[config.mk]
export PLATFORM = sky130hd
export DESIGN_NAME = tks_apb
export DESIGN_NICKNAME = d
export VERILOG_FILES = /design/src/rtl/tks_pkg.sv /design/src/rtl/tks_apb.sv
export SDC_FILE = /design/constraint.sdc
export NUM_CORES = 1
export LEC_CHECK = 0
export BUFFER_PORTS_ARGS = -buffer_cell sky130_fd_sc_hd__clkbuf_2
export CAP_MARGIN = 20
export CORE_MARGIN = 3
export CORE_UTILIZATION = 27
export DETAILED_ROUTE_END_ITERATION = 10
export PLACE_DENSITY = 0.78
export SETUP_SLACK_MARGIN = 0.15
export SYNTH_ARGS = -nofsm -noshare
export SYNTH_HDL_FRONTEND = slang
export SYNTH_SLANG_ARGS = --single-unit
[constraint.sdc]
create_clock -name clk -period 1 [get_ports clk]
set_clock_uncertainty 0.05 [all_clocks]
set_input_delay 0.1 -clock clk [delete_from_list [all_inputs] [get_ports clk]]
set_output_delay 0.1 -clock clk [all_outputs]
set_load 0.01 [all_outputs]
[src/rtl/tks_pkg.sv]
`timescale 1ns / 1ps
// ----------------------------------------------------------------------------
// tks_pkg: shared types and constants for top-k selection
// Widths, limits, register map and the per-cell entry record.
// ----------------------------------------------------------------------------
package tks_pkg;

  localparam int MAX_KEEP  = 32;
  localparam int MAX_ITEMS = 65536;

  localparam int SCORE_W = 32;
  localparam int INDEX_W = 16;
  localparam int KEEP_W  = 6;
  localparam int POS_W   = $clog2(MAX_ITEMS + 1);
  localparam int KEFF_W  = (KEEP_W > $clog2(MAX_KEEP + 1)) ? KEEP_W : $clog2(MAX_KEEP + 1);

  localparam int APB_AW = 3;
  localparam int APB_DW = 32;

  localparam logic [0:0]        REG_KEEP_COUNT = 1'b0;
  localparam logic [KEEP_W-1:0] KEEP_RESET     = KEEP_W'(32);

  typedef struct packed {
    logic               valid;
    logic [SCORE_W-1:0] score;
    logic [INDEX_W-1:0] index;
  } entry_t;

  typedef struct packed {
    logic accept;
    logic insert;
    logic last;
    logic shift;
  } cell_ctl_t;

endpackage

[src/rtl/tks_apb.sv]
`timescale 1ns / 1ps
// ----------------------------------------------------------------------------
// tks_apb: configuration register port
// Holds keep_count and returns the clamped keep limit for the chain.
// ----------------------------------------------------------------------------
module tks_apb
  import tks_pkg::*;
(
  input  logic              clk,
  input  logic              rst,
  input  logic              psel,
  input  logic              penable,
  input  logic              pwrite,
  input  logic [APB_AW-1:0] paddr,
  input  logic [APB_DW-1:0] pwdata,
  output logic [APB_DW-1:0] prdata,
  output logic              pready,
  output logic [KEFF_W-1:0] keep_eff
);

  logic [KEEP_W-1:0] keep_count;
  logic              sel_keep;
  logic [KEFF_W-1:0] keep_ext;

  assign pready   = 1'b1;
  assign sel_keep = (paddr[APB_AW-1:2] == REG_KEEP_COUNT);
  assign prdata   = sel_keep ? APB_DW'(keep_count) : '0;
  assign keep_ext = KEFF_W'(keep_count);

  always_comb begin
    if (keep_count == '0) begin
      keep_eff = KEFF_W'(1);
    end else if (keep_ext > KEFF_W'(MAX_KEEP)) begin
      keep_eff = KEFF_W'(MAX_KEEP);
    end else begin
      keep_eff = keep_ext;
    end
  end

  always_ff @(posedge clk) begin
    if (rst) begin
      keep_count <= KEEP_RESET;
    end else if (psel && penable && pwrite && pready && sel_keep) begin
      keep_count <= pwdata[KEEP_W-1:0];
    end
  end

endmodule

* Word level (Yosys, flattened, before mapping)
Index checks and enable logic that the tools add are counted.
** Cells by class
- Order comparisons :: 1
- Muxes and demuxes :: 3
- Bitwise logic cells :: 1
- Reductions and logical operators :: 4
** Operator list (number)
- $mux W6 :: 3
- $gt A6 B6 Y1 const B :: 1
- $logic_not A6 Y1 :: 1
- $logic_and A1 B1 Y1 :: 3
- $not A1 Y1 :: 1
** Storage, ports and cells
- Register bits after elaboration :: 6
- Input port bits :: 40
- Output and inout port bits :: 39
- Logic and storage cells :: 10

* Longest topological paths before layout
- Word-level depth :: 3
- Gate-level depth with buffers :: 3
- Depth with buffers taken out :: 2

* Least setup slack after synthesis
OpenSTA, ideal clock, no wires.
- Kind :: reg-to-output
- From :: register keep_count[3]
- To :: output keep_eff[0]
- Arrival time :: 1.040 ns
- Data required time :: 0.850 ns
- Setup slack :: -0.190 ns
- Cell stages (with the launch flop) :: 3
- Buffers on the path :: 0
- Cell sequence :: dfxtp_1 -> or4_1 -> a21oi_1
** On the way
- Cells in the longest elaborated chain, start to end :: 3
- Elaborated cells between the ends (all ways) :: 4
- Those cells by class :: 1 x order compare; 2 x mux; 1 x reduce/logical
** RTL lines
- start, declared :: line tks_apb.sv:21 : logic [KEEP_W-1:0] keep_count;
- start signal, assigned :: line tks_apb.sv:44 : keep_count <= pwdata[KEEP_W-1:0];
- $gt A6 B6 Y1 :: line tks_apb.sv:33 : end else if (keep_ext > KEFF_W'(MAX_KEEP)) begin
- $mux W6 :: line tks_apb.sv:33
- $mux W6 (*) :: line tks_apb.sv:31 : if (keep_count == '0) begin
- end, declared :: line tks_apb.sv:18 : output logic [KEFF_W-1:0] keep_eff
Every way passes the cells marked *; elsewhere a longest branch is shown, timed or not.

* Worst setup path in the final report
Same ends and word-level chain as after synthesis.

==> impl_summary.log <==
INFO  metric timing.critical_path.slowest_cell_delay = 0.52 ns
INFO  metric cts_inserted_buffers = 3
INFO  metric report.final.setup_viol = 10
INFO  metric cts_htree_levels = 1
INFO  metric outcome = finished, violations left
INFO  metric fmaxAchievable = 0.6790 GHz
INFO  metric failed_checks = setup timing
INFO  metric timing.reg2reg.setup_slack = 0.03 ns
INFO  metric final_period_minus_worst_setup_slack = 1.473 ns
INFO  metric arrival = 1.32 ns
INFO  metric grt_setup_unrepaired = yes
INFO  metric p_switching = 168.0 µW
INFO  metric drv_cap = 0
INFO  metric synthCells = 70
INFO  metric top_regs = keep_count: 6 flops
INFO  metric vias_in_the_first_global_route = 390
INFO  metric synthToLayoutAreaGrowth = 31.57%
INFO  metric critical-path-slowest-cell = sky130_fd_sc_hd__or4_4
INFO  metric detail_route.iter0.violations = 3
INFO  metric syn-mean-instance-area = 8.097 µm²
INFO  metric dp_worst_setup_slack = -0.2473 ns
INFO  metric maxSlewViolCount = 0
INFO  metric switching_share = 27.76%
INFO  metric critical_path.cell_chain = or4_4 -> a21oi_2 -> buf_2
INFO  metric route.detailed.drc = 0
INFO  metric regToRegStartpoint = keep_count[3]$_SDFFE_PP0P_
INFO  metric antennaDiodeCount = 0
INFO  metric final-hold-violation-count = 0
INFO  metric tritoncts = built
INFO  metric die-area = 2685 µm²
INFO  metric drt-total-wl = 1141 µm
INFO  metric grt.total_usage = 8.153%
INFO  metric place_congestion = 0.7581
INFO  metric cell_internal_pwr = 437.2 µW
INFO  metric synth-seq-cells = 6
INFO  metric r2r_end = keep_count[3]$_SDFFE_PP0P_
INFO  metric critical_path.startpoint_type = flip-flop
INFO  metric critical_path.n_buffers_inverters = 1
INFO  metric power_leakage = 0.3812 nW
INFO  metric power_frac_comb = 23.4%
INFO  metric core.rowCount = 15
INFO  metric vdd_ir_drop_max = 0.2540 mV
INFO  metric whs_path_depth = 3
INFO  metric largest_reg_flops = 6
INFO  metric worstSkewPairLatency = 0.24 ns
INFO  metric die_width = 51.82 µm
INFO  metric dieHeight = 51.82 µm
INFO  metric num_vias = 445
INFO  metric placement.io_buffers = 23
INFO  metric timing.setup.tns = -1.347 ns
INFO  metric ys_types = 14
INFO  metric hold_path.startpoint = pwdata[1]
INFO  metric power_frac_clock = 35.4%
INFO  metric largest-register = keep_count
INFO  metric critical_path.max_fanout = 2
INFO  metric dp.final_hpwl = 927.9 µm
INFO  metric ioPinCount = 79
INFO  metric power.share.sequential = 41.2%
INFO  metric clockRootBuffer = sky130_fd_sc_hd__clkbuf_4
INFO  metric initial_utilization = 30.51%
INFO  metric proportion_of_synthesized_chip_area_in_sequential_cells = 21.19%
INFO  metric routed_vias_inst = 3.560
INFO  metric design.final.nets = 142
INFO  metric number_of_antenna_violations_at_the_first_check_in_global_routing = 0
INFO  metric worst_hold_path_type = input port to flip-flop
INFO  metric fin_ws = -0.4727 ns
INFO  metric grt_remaining_overflow = 0
INFO  metric cts_clk_pin_slew_worst_paths = 0.04 ns
INFO  metric worstSetupPathType = flip-flop to output port
INFO  metric hold_fix_buffer_count_after_cts = 0
INFO  metric required = 0.85 ns
INFO  metric firstDrtPassIters = 4
INFO  metric postRouteAntennaNets = 0
INFO  metric hold-path-endpoint = keep_count[1]$_SDFFE_PP0P_
INFO  metric worst_hold_slack = 0.05340 ns
INFO  metric crit_path_start = keep_count[3]$_SDFFE_PP0P_
INFO  metric final_min_period_over_clock_period = 147.3%
INFO  metric critPathTopFamily = simple AND/OR/NAND/NOR gates
INFO  metric p_per_area = 811.6 nW/µm²
INFO  metric grt_first_pass_wirelength = 1552 µm
INFO  metric largest_net_degree_at_the_start_of_global_routing = 13
INFO  metric worst_setup_path_end_kind = output port
INFO  metric wl_per_cell = 9.128 µm
INFO  metric ys.warnings.count = 0
INFO  metric post_route_cells_drive_above_1_share = 45.00%
INFO  metric r2r_cells = 4
INFO  metric clock-sinks = 6
INFO  metric n_fill_cell = 201
INFO  metric syn-cell-area = 566.8 µm²
INFO  metric cts-root-to-sink-buffers = 2
INFO  metric core_area = 1858 µm²
-- cells in the final DEF, fill, tap and decap left out, drive strengths merged --
| cell | synthesis | routed |
|---|---|---|
| a21oi | 1 | 1 |
| and4b | 1 | 1 |
| buf | 28 | 19 |
| clkbuf | 2 | 16 |
| conb | 2 | 27 |
| dfxtp | 6 | 6 |
| inv | 1 | 1 |
| mux2i | 6 | 6 |
| nand2b | 9 | 9 |
| nor2 | 3 | 3 |
| nor2b | 9 | 9 |
| or2b | 1 | 1 |
| or4 | 1 | 1 |
-- through the flow --
stage,std cells,power [mW],utilization [%],instance area [µm²]
finish,125,0.6053,40.13,745.7
global route,125,0.6456,40.13,745.7
global placement,119,0.3762,34.14,634.4
CTS,124,0.6045,37.37,694.4
detailed placement,119,0.3784,34.14,634.4
floorplan,95,0.4140,-,664.4
-- synth_stat cells (all sizes together) --
| cell | n | area (µm²) |
|---|---|---|
| a21oi | 1 | 5.000 |
| and4b | 1 | 10.01 |
| buf | 28 | 214.0 |
| clkbuf | 2 | 7.510 |
| conb | 2 | 7.510 |
| dfxtp | 6 | 120.1 |
| inv | 1 | 3.750 |
| mux2i | 6 | 60.06 |
| nand2b | 9 | 56.30 |
| nor2 | 3 | 11.26 |
| nor2b | 9 | 56.30 |
| or2b | 1 | 7.510 |
| or4 | 1 | 7.510 |
-- final cells by class --
class	instances	area, µm²	share of cell area, %
Tap cell	25	31.28	4.195
Inverter	1	3.754	0.5034
Sequential cell	6	130.1	17.45
Clock buffer	3	22.52	3.020
Timing Repair Buffer	32	220.2	29.53
Multi-Input combinational cell	58	337.8	45.30
-- power by group through the flow --
stage / Sequential, mW / Clock [mW] / Combinational [mW]
after floorplan: 0.253 / 0 / 0.161
after global placement: 0.253 / 0 / 0.123
after detailed placement: 0.254 / 0 / 0.125
after CTS: 0.248 / 0.225 / 0.131
after global routing: 0.250 / 0.237 / 0.159
final: 0.249 / 0.214 / 0.142
-- tightest hold or removal path: cells and delay by family --
| family | cells | cell delay, ns |
|---|---|---|
| buffers and inverters | 1 | 0.08 |
| multiplexers | 1 | 0.06 |
| AND/OR/NAND/NOR | 1 | 0.05 |
-- metal layers --
| layer | wire length (µm) | track usage, % | vias up |
|---|---|---|---|
| li1 | - | - | 223 |
| met1 | 422 | 8.507 | 187 |
| met2 | 583 | 13.98 | 35 |
| met3 | 134 | 3.438 | 0 |
| met4 | 0 | 3.930 | 0 |
| met5 | 0 | 0 | - |
-- timing repair --
action                                  4_1_cts  5_1_grt
pin swaps                                     0        1
cloned                                        0        0
endpoints found under the setup margin       13       14
resized for setup                             9       19
endpoints found under the hold margin         0        0
buffers inserted                              2        1
-- worst max-delay path by stage --
stage	slack, ns	to	cells past startpoint
floorplan	-0.15	keep_eff[0]	2
global placement	-0.22	keep_eff[0]	3
detailed placement	-0.25	keep_eff[0]	3
CTS	-0.49	keep_eff[0]	3
global route	-0.52	keep_eff[0]	3
finish	-0.47	keep_eff[0]	3
-- kinds of logic after synthesis --
logic type | after synthesis | synth area share (%)
flip-flops | 6 | 21.19
AO/OA/AOI/OAI | 1 | 0.8822
multiplexers | 6 | 10.60
buffers and inverters | 31 | 39.73
AND/OR/NAND/NOR | 24 | 26.27
other | 2 | 1.325
Power figures use the tool's default switching activity.
