## config.mk

```make
export PLATFORM = sky130hd
export DESIGN_NAME = tks_cell
export DESIGN_NICKNAME = d
export VERILOG_FILES = /design/src/rtl/tks_pkg.sv /design/src/rtl/tks_cell.sv
export SDC_FILE = /design/constraint.sdc
export NUM_CORES = 1
export LEC_CHECK = 0
export BUFFER_PORTS_ARGS = -buffer_cell sky130_fd_sc_hd__buf_4
export CAP_MARGIN = 40
export CORE_ASPECT_RATIO = 0.9
export CORE_UTILIZATION = 43
export DETAILED_ROUTE_END_ITERATION = 16
export GPL_ROUTABILITY_DRIVEN = 1
export PLACE_DENSITY = 0.7
export SYNTH_ARGS = -nofsm -noshare
export SYNTH_HDL_FRONTEND = slang
export SYNTH_SLANG_ARGS = --single-unit
```

## constraint.sdc

```tcl
create_clock -name clk -period 4.11 [get_ports clk]
set_clock_uncertainty 0.15 [all_clocks]
set_input_delay 0 -clock clk [delete_from_list [all_inputs] [get_ports clk]]
set_output_delay 0 -clock clk [all_outputs]
set_load 0.03 [all_outputs]
```

## src/rtl/tks_pkg.sv

```systemverilog
`timescale 1ns / 1ps
// ----------------------------------------------------------------------------
// tks_pkg: shared types and constants for top-k selection
// Widths, limits, register map and the per-cell entry record.
// ----------------------------------------------------------------------------
package tks_pkg;

  localparam int MAX_KEEP  = 32;
  localparam int MAX_ITEMS = 65536;

  localparam int SCORE_W = 32;
  localparam int INDEX_W = 16;
  localparam int KEEP_W  = 6;
  localparam int POS_W   = $clog2(MAX_ITEMS + 1);
  localparam int KEFF_W  = (KEEP_W > $clog2(MAX_KEEP + 1)) ? KEEP_W : $clog2(MAX_KEEP + 1);

  localparam int APB_AW = 3;
  localparam int APB_DW = 32;

  localparam logic [0:0]        REG_KEEP_COUNT = 1'b0;
  localparam logic [KEEP_W-1:0] KEEP_RESET     = KEEP_W'(32);

  typedef struct packed {
    logic               valid;
    logic [SCORE_W-1:0] score;
    logic [INDEX_W-1:0] index;
  } entry_t;

  typedef struct packed {
    logic accept;
    logic insert;
    logic last;
    logic shift;
  } cell_ctl_t;

endpackage

```

## src/rtl/tks_cell.sv

```systemverilog
`timescale 1ns / 1ps
// ----------------------------------------------------------------------------
// tks_cell: one slot of the insertion chain
// Holds one ranked entry and one drain entry. On insert it keeps its entry,
// takes the candidate, or takes its left neighbor's entry. The drain entry
// shifts toward slot 0 on each delivered result.
// ----------------------------------------------------------------------------
module tks_cell
  import tks_pkg::*;
(
  input  logic      clk,
  input  logic      rst,
  input  cell_ctl_t ctl,
  input  logic      active,
  input  entry_t    cand,
  input  entry_t    left_ent,
  input  logic      left_disp,
  input  entry_t    right_drain,
  output entry_t    ent,
  output logic      disp,
  output entry_t    drain
);

  entry_t slot;
  entry_t slot_next;

  always_comb begin
    ent       = slot;
    ent.valid = slot.valid && active;
    disp      = !ent.valid || ($signed(cand.score) > $signed(slot.score));
  end

  always_comb begin
    slot_next = ent;
    if (ctl.insert) begin
      if (!active) begin
        slot_next.valid = 1'b0;
      end else if (disp && !left_disp) begin
        slot_next = cand;
      end else if (disp) begin
        slot_next = left_ent;
      end
    end
  end

  always_ff @(posedge clk) begin
    if (ctl.accept) begin
      slot.score <= slot_next.score;
      slot.index <= slot_next.index;
    end
    if (ctl.accept && ctl.last) begin
      drain.score <= slot_next.score;
      drain.index <= slot_next.index;
    end else if (ctl.shift) begin
      drain.score <= right_drain.score;
      drain.index <= right_drain.index;
    end
    if (rst) begin
      slot.valid  <= 1'b0;
      drain.valid <= 1'b0;
    end else begin
      if (ctl.accept) begin
        slot.valid <= slot_next.valid && !ctl.last;
      end
      if (ctl.accept && ctl.last) begin
        drain.valid <= slot_next.valid;
      end else if (ctl.shift) begin
        drain.valid <= right_drain.valid;
      end
    end
  end

endmodule

```

# ---- After elaboration in Yosys (flattened, before gate mapping)
# Cells that the tools add are included.
dict set report totals {
  output_inout_bits 99
  in_bits 155
  wordCells 25
  register_bits 98
}
dict set report classes {
  n_reduce_logical 9
  n_lt_le_gt_ge 1
  muxes 9
}
# op n
set op_table {}
lappend op_table {{$mux W49} 3}
lappend op_table {{$mux W48} 3}
lappend op_table {{$gt A32 B32 Y1} 1}
lappend op_table {{$logic_and A1 B1 Y1} 4}
lappend op_table {{$logic_not A1 Y1} 3}
lappend op_table {{$mux W1} 3}
lappend op_table {{$reduce_bool A2 Y1} 1}
lappend op_table {{$logic_or A1 B1 Y1} 1}

# ---- Logic depth before layout (Yosys ltp)
dict set report depth {
  word_depth 8
  mapped_depth 10
  mapped_depth_nobuf 8
}

# ---- Least setup slack after synthesis
# Ideal clock, no wire load.
dict set report synth_timing {
  path_kind {register to register}
  start {register slot, in the netlist ent[37]}
  end {register slot, in the netlist ent[38] (data pin)}
  stages_incl_launch_ff 11
  period_less_slack_ns 2.589
  path_buffers 2
  t_arrival_ns 2.175
  setup_time_ns 0.264
  slack_ns 1.521
  required_ns 3.696
  path_cell_list {edfxtp_1 -> inv_1 -> ha_1 -> a211oi_1 -> o21ai_0 -> a211oi_1 -> and2_4 -> clkbuf_1 -> clkbuf_1 -> and4_1 -> a211oi_1}
}
# element line
set synth_lines {}
lappend synth_lines {{start: declaration} tks_cell.sv:24} ;# entry_t slot;

# ---- Final worst setup path
dict set report layout_timing {
  start {register slot, in the netlist ent[37]}
  end {register drain[46] in the netlist's numbering (data pin)}
}
dict set report layout_via {
  elab_chain_cells 7
  elab_cells_between_ends 8
  classes_between {order compare (1); mux (5); reduce/logical (2)}
}
# element line
set layout_rtl {}
lappend layout_rtl {{$gt A32 B32 Y1 (*)} tks_cell.sv:30} ;# disp = !ent.valid || ($signed(cand.score) > $signed(slot.score));
lappend layout_rtl {{$logic_or A1 B1 Y1 (*)} tks_cell.sv:30}
lappend layout_rtl {{$mux W49 or $logic_and A1 B1 Y1 (tied branches)} {tks_cell.sv:40, tks_cell.sv:38}}
lappend layout_rtl {{$mux W49 (*)} tks_cell.sv:38} ;# end else if (disp && !left_disp) begin
lappend layout_rtl {{$mux W48 (*)} tks_cell.sv:36} ;# if (!active) begin
lappend layout_rtl {{$mux W49 (*)} tks_cell.sv:35} ;# if (ctl.insert) begin
lappend layout_rtl {{$mux W48 (*)} tks_cell.sv:51} ;# if (ctl.accept && ctl.last) begin
lappend layout_rtl {{end: declaration} tks_cell.sv:21} ;# output entry_t drain
# Mark *: on every way between the ends. The rest lies on a longest branch, timed or not.
# A chain may end at the register's enable or synchronous reset.

==> results.json <==
{
  "first_pass_iters": 5,
  "rows": 45,
  "h-tree-depth": 3,
  "fmax_mhz": 257.2,
  "dp.cells": 1143,
  "numPortBuffers": 253,
  "syn_inst": 739,
  "antenna_cells": 0,
  "wirelength_met1_mm": 10.44,
  "synth_area_um2": 7560,
  "clk_latency_ns": 0.36,
  "drt-total-wl_mm": 23.71,
  "fp.dieArea_um2": 18120,
  "clock_path_buffers": 2,
  "synth_edf_count": 96,
  "routed_via_density": 5.479,
  "avgSynthCellArea_um2": 10.23,
  "p_leak_nw": 4.630,
  "antenna_found_initial": 0,
  "wl_per_cell_um": 18.83,
  "grt_pass1_vias": 6894,
  "clock-sinks": 98,
  "cts_buffers": 9,
  "wl_met3_mm": 1.494,
  "core_area_um2": 17060,
  "ys_types": 39,
  "grt.overflow.total": 0,
  "critPathRequiredTime_ns": 4.07,
  "nNetsFinal": 1206,
  "critical_path.max_fanout": 50,
  "wl_met2_mm": 11.40,
  "drive_gt1_share_pct": 29.10,
  "vias": 6898,
  "drc_errors": 0,
  "critPathCaptureType": "flip-flop",
  "holdBufCountCts": 100,
  "synthFlopType": "edfxtp_1",
  "synth-seq-cells": 98,
  "dp_hpwl_mm": 15.84,
  "fillers": 1419,
  "syn_nets": 926,
  "maxCapViolCount": 0,
  "grt_pass1_wl_mm": 36.96,
  "final.min_clock_period_ns": 3.888,
  "highest_layer": "met4",
  "synth_warnings": 0,
  "powerDensity_nw_per_um2": 303.8,
  "violations": "hold timing",
  "worstMarginPinSlew_ns": 0.8556,
  "post_cts_resized": 0,
  "cp-start-kind": "flip-flop",
  "post_cts_buffers": 0,
  "max-vdd-ir-drop_uv": 213.4,
  "drt_iter0_drc": 352,
  "fin_crit_sh_pct": 94.60,
  "maxSlewViolCount": 0,
  "grt_max_degree": 51,
  "cts_tree": "done",
  "setup_violations": 0,
  "rsz0062_at_grt": "no",
  "ioPinCount": 254,
  "async_flop_share_pct": 0,
  "relSlewSlack_pct": 42.83,
  "fin_hold_ws_ns": -0.003243,
  "cts_root_buf": "clkbuf_16",
  "grt_usage_pct": 26.44,
  "routabilityCongestion": 0.7933,
  "synth_seq_area_share_pct": 38.66,
  "hp-class": "in2reg",
  "die_x_um": 141.8,
  "syn_to_final_growth_pct": 40.75,
  "start_util_pct": 44.31,
  "arrival_ns": 3.85,
  "fin_cells": 1259,
  "outcome": "finished with violations",
  "die_y_um": 127.8,
  "crit_type": "reg2reg",
  "totalNegativeSetupSlack_ns": 0,
  "clk_pin_slew_worst_paths_ns": 0.08,
  "antenna_left": 0,
  "finalHoldViolCount": 1,
  "finalCoreUtilization_pct": 62.37
}
==> state kept, by name, summed over array words and instances, names as in the netlist <==
| register | flops |
|---|---|
| drain | 49 |
| slot | 1 |
| ent | 48 |
==> layout make-up <==
class                           instances  area, um2  share of cell area (%)
Inverter                               40      150.1                   1.411
Clock buffer                           11      232.7                   2.187
Sequential cell                        98       2924                   27.48
Multi-Input combinational cell        502       3926                   36.90
Timing Repair Buffer                  368       3050                   28.67
Clock inverter                          5      62.56                  0.5880
Tap cell                              235      294.0                   2.763
==> metrics by stage <==
stage               instance area (um2)  hold WS, ns  worst slack (ns)  total power, mW
floorplan                          7560     -0.07130             1.521            1.917
global placement                   9284      0.05859            0.7464            2.254
detailed placement                 9344      0.06091            0.6115            2.269
CTS                               10640      0.01040            0.2913            3.241
global route                      10640      0.05136           0.05155            3.372
finish                            10640    -0.003243            0.2221            3.233
==> final timing paths <==
path / end / cells past startpoint / from / slack [ns]
worst max-delay path: drain[46] / 11 / ent[37] / 0.22
worst max register to register: drain[46] / 11 / ent[37] / 0.22
worst min-delay path: drain[19] / 3 / left_ent[19] / -0.003
worst min register to register: drain[19] / 2 / ent[19] / 0.63
==> where the power goes <==
part	leakage [nW]	switching, mW	internal (mW)
Sequential	0.966	0.0662	1.22
Combinational	3.53	0.586	0.482
Clock	0.136	0.398	0.476
==> synth_stat cells (2+ instances only) <==
| master | n | area, um2 |
|---|---|---|
| edfxtp_1 | 96 | 2883 |
| nor2b_1 | 49 | 306.5 |
| buf_8 | 2 | 30.03 |
| and4bb_2 | 2 | 25.02 |
| a211oi_1 | 54 | 405.4 |
| ha_1 | 32 | 400.4 |
| nand3_1 | 5 | 25.02 |
| nor4bb_1 | 15 | 150.1 |
| clkbuf_1 | 34 | 127.6 |
| and4_1 | 32 | 280.3 |
| inv_1 | 40 | 150.1 |
| nand2_1 | 62 | 232.7 |
| a211o_1 | 2 | 17.52 |
| o21ai_0 | 53 | 265.3 |
| nor2_1 | 10 | 37.54 |
| nand4_1 | 7 | 43.79 |
| mux2i_1 | 146 | 1461 |
| a31oi_1 | 3 | 18.77 |
| a21oi_1 | 14 | 70.07 |
| buf_4 | 51 | 382.9 |
| dfxtp_1 | 2 | 40.04 |
| buf_1 | 3 | 11.26 |
| buf_2 | 8 | 40.04 |
| a31o_2 | 2 | 17.52 |
==> logic make-up after synthesis <==
group,count (synthesis),share of synthesized area [%]
buffers and inverters,139,9.964
flip-flops,98,38.66
AO/OA/AOI/OAI,134,11.30
multiplexers,146,19.33
AND/OR/NAND/NOR,190,15.44
adder cells (fa/ha/maj),32,5.296
==> routing by layer <==
metal,up-vias,GRT usage [%]
li1,3271,-
met1,3307,34.73
met2,296,44.48
met3,24,4.669
met4,0,7.780
met5,-,0
==> worst max-delay path: stages (launching register included) <==
cell and delay (ns):
edfxtp_1 0.45, inv_1 0.10, ha_1 0.24, a211oi_1 0.26, o21ai_0 0.13, a211oi_1 0.31
and2_4 0.53, a31oi_4 0.14, buf_4 0.29, buf_12 0.25, mux2i_1 0.15, dlygate4sd3_1 0.58
==> placed cells by master (no fill, tap or decap), types with 2 or more instances in the layout <==
cell type,netlist,layout
a211o_1,2,2
a211oi_1,54,54
a21oi_1,14,13
a31o_2,2,2
a31oi_1,3,2
and4_1,32,32
and4bb_2,2,2
buf_12,0,3
buf_4,51,265
clkbuf_1,34,2
clkbuf_16,0,9
clkinvlp_4,0,2
dlygate4sd3_1,0,100
edfxtp_1,96,96
ha_1,32,32
inv_1,40,40
mux2i_1,146,146
nand2_1,62,60
nand3_1,5,4
nand4_1,7,7
nor2_1,10,9
nor2b_1,49,49
nor4bb_1,15,15
o21ai_0,53,53
No activity file was read; power rests on OpenSTA's default activity.
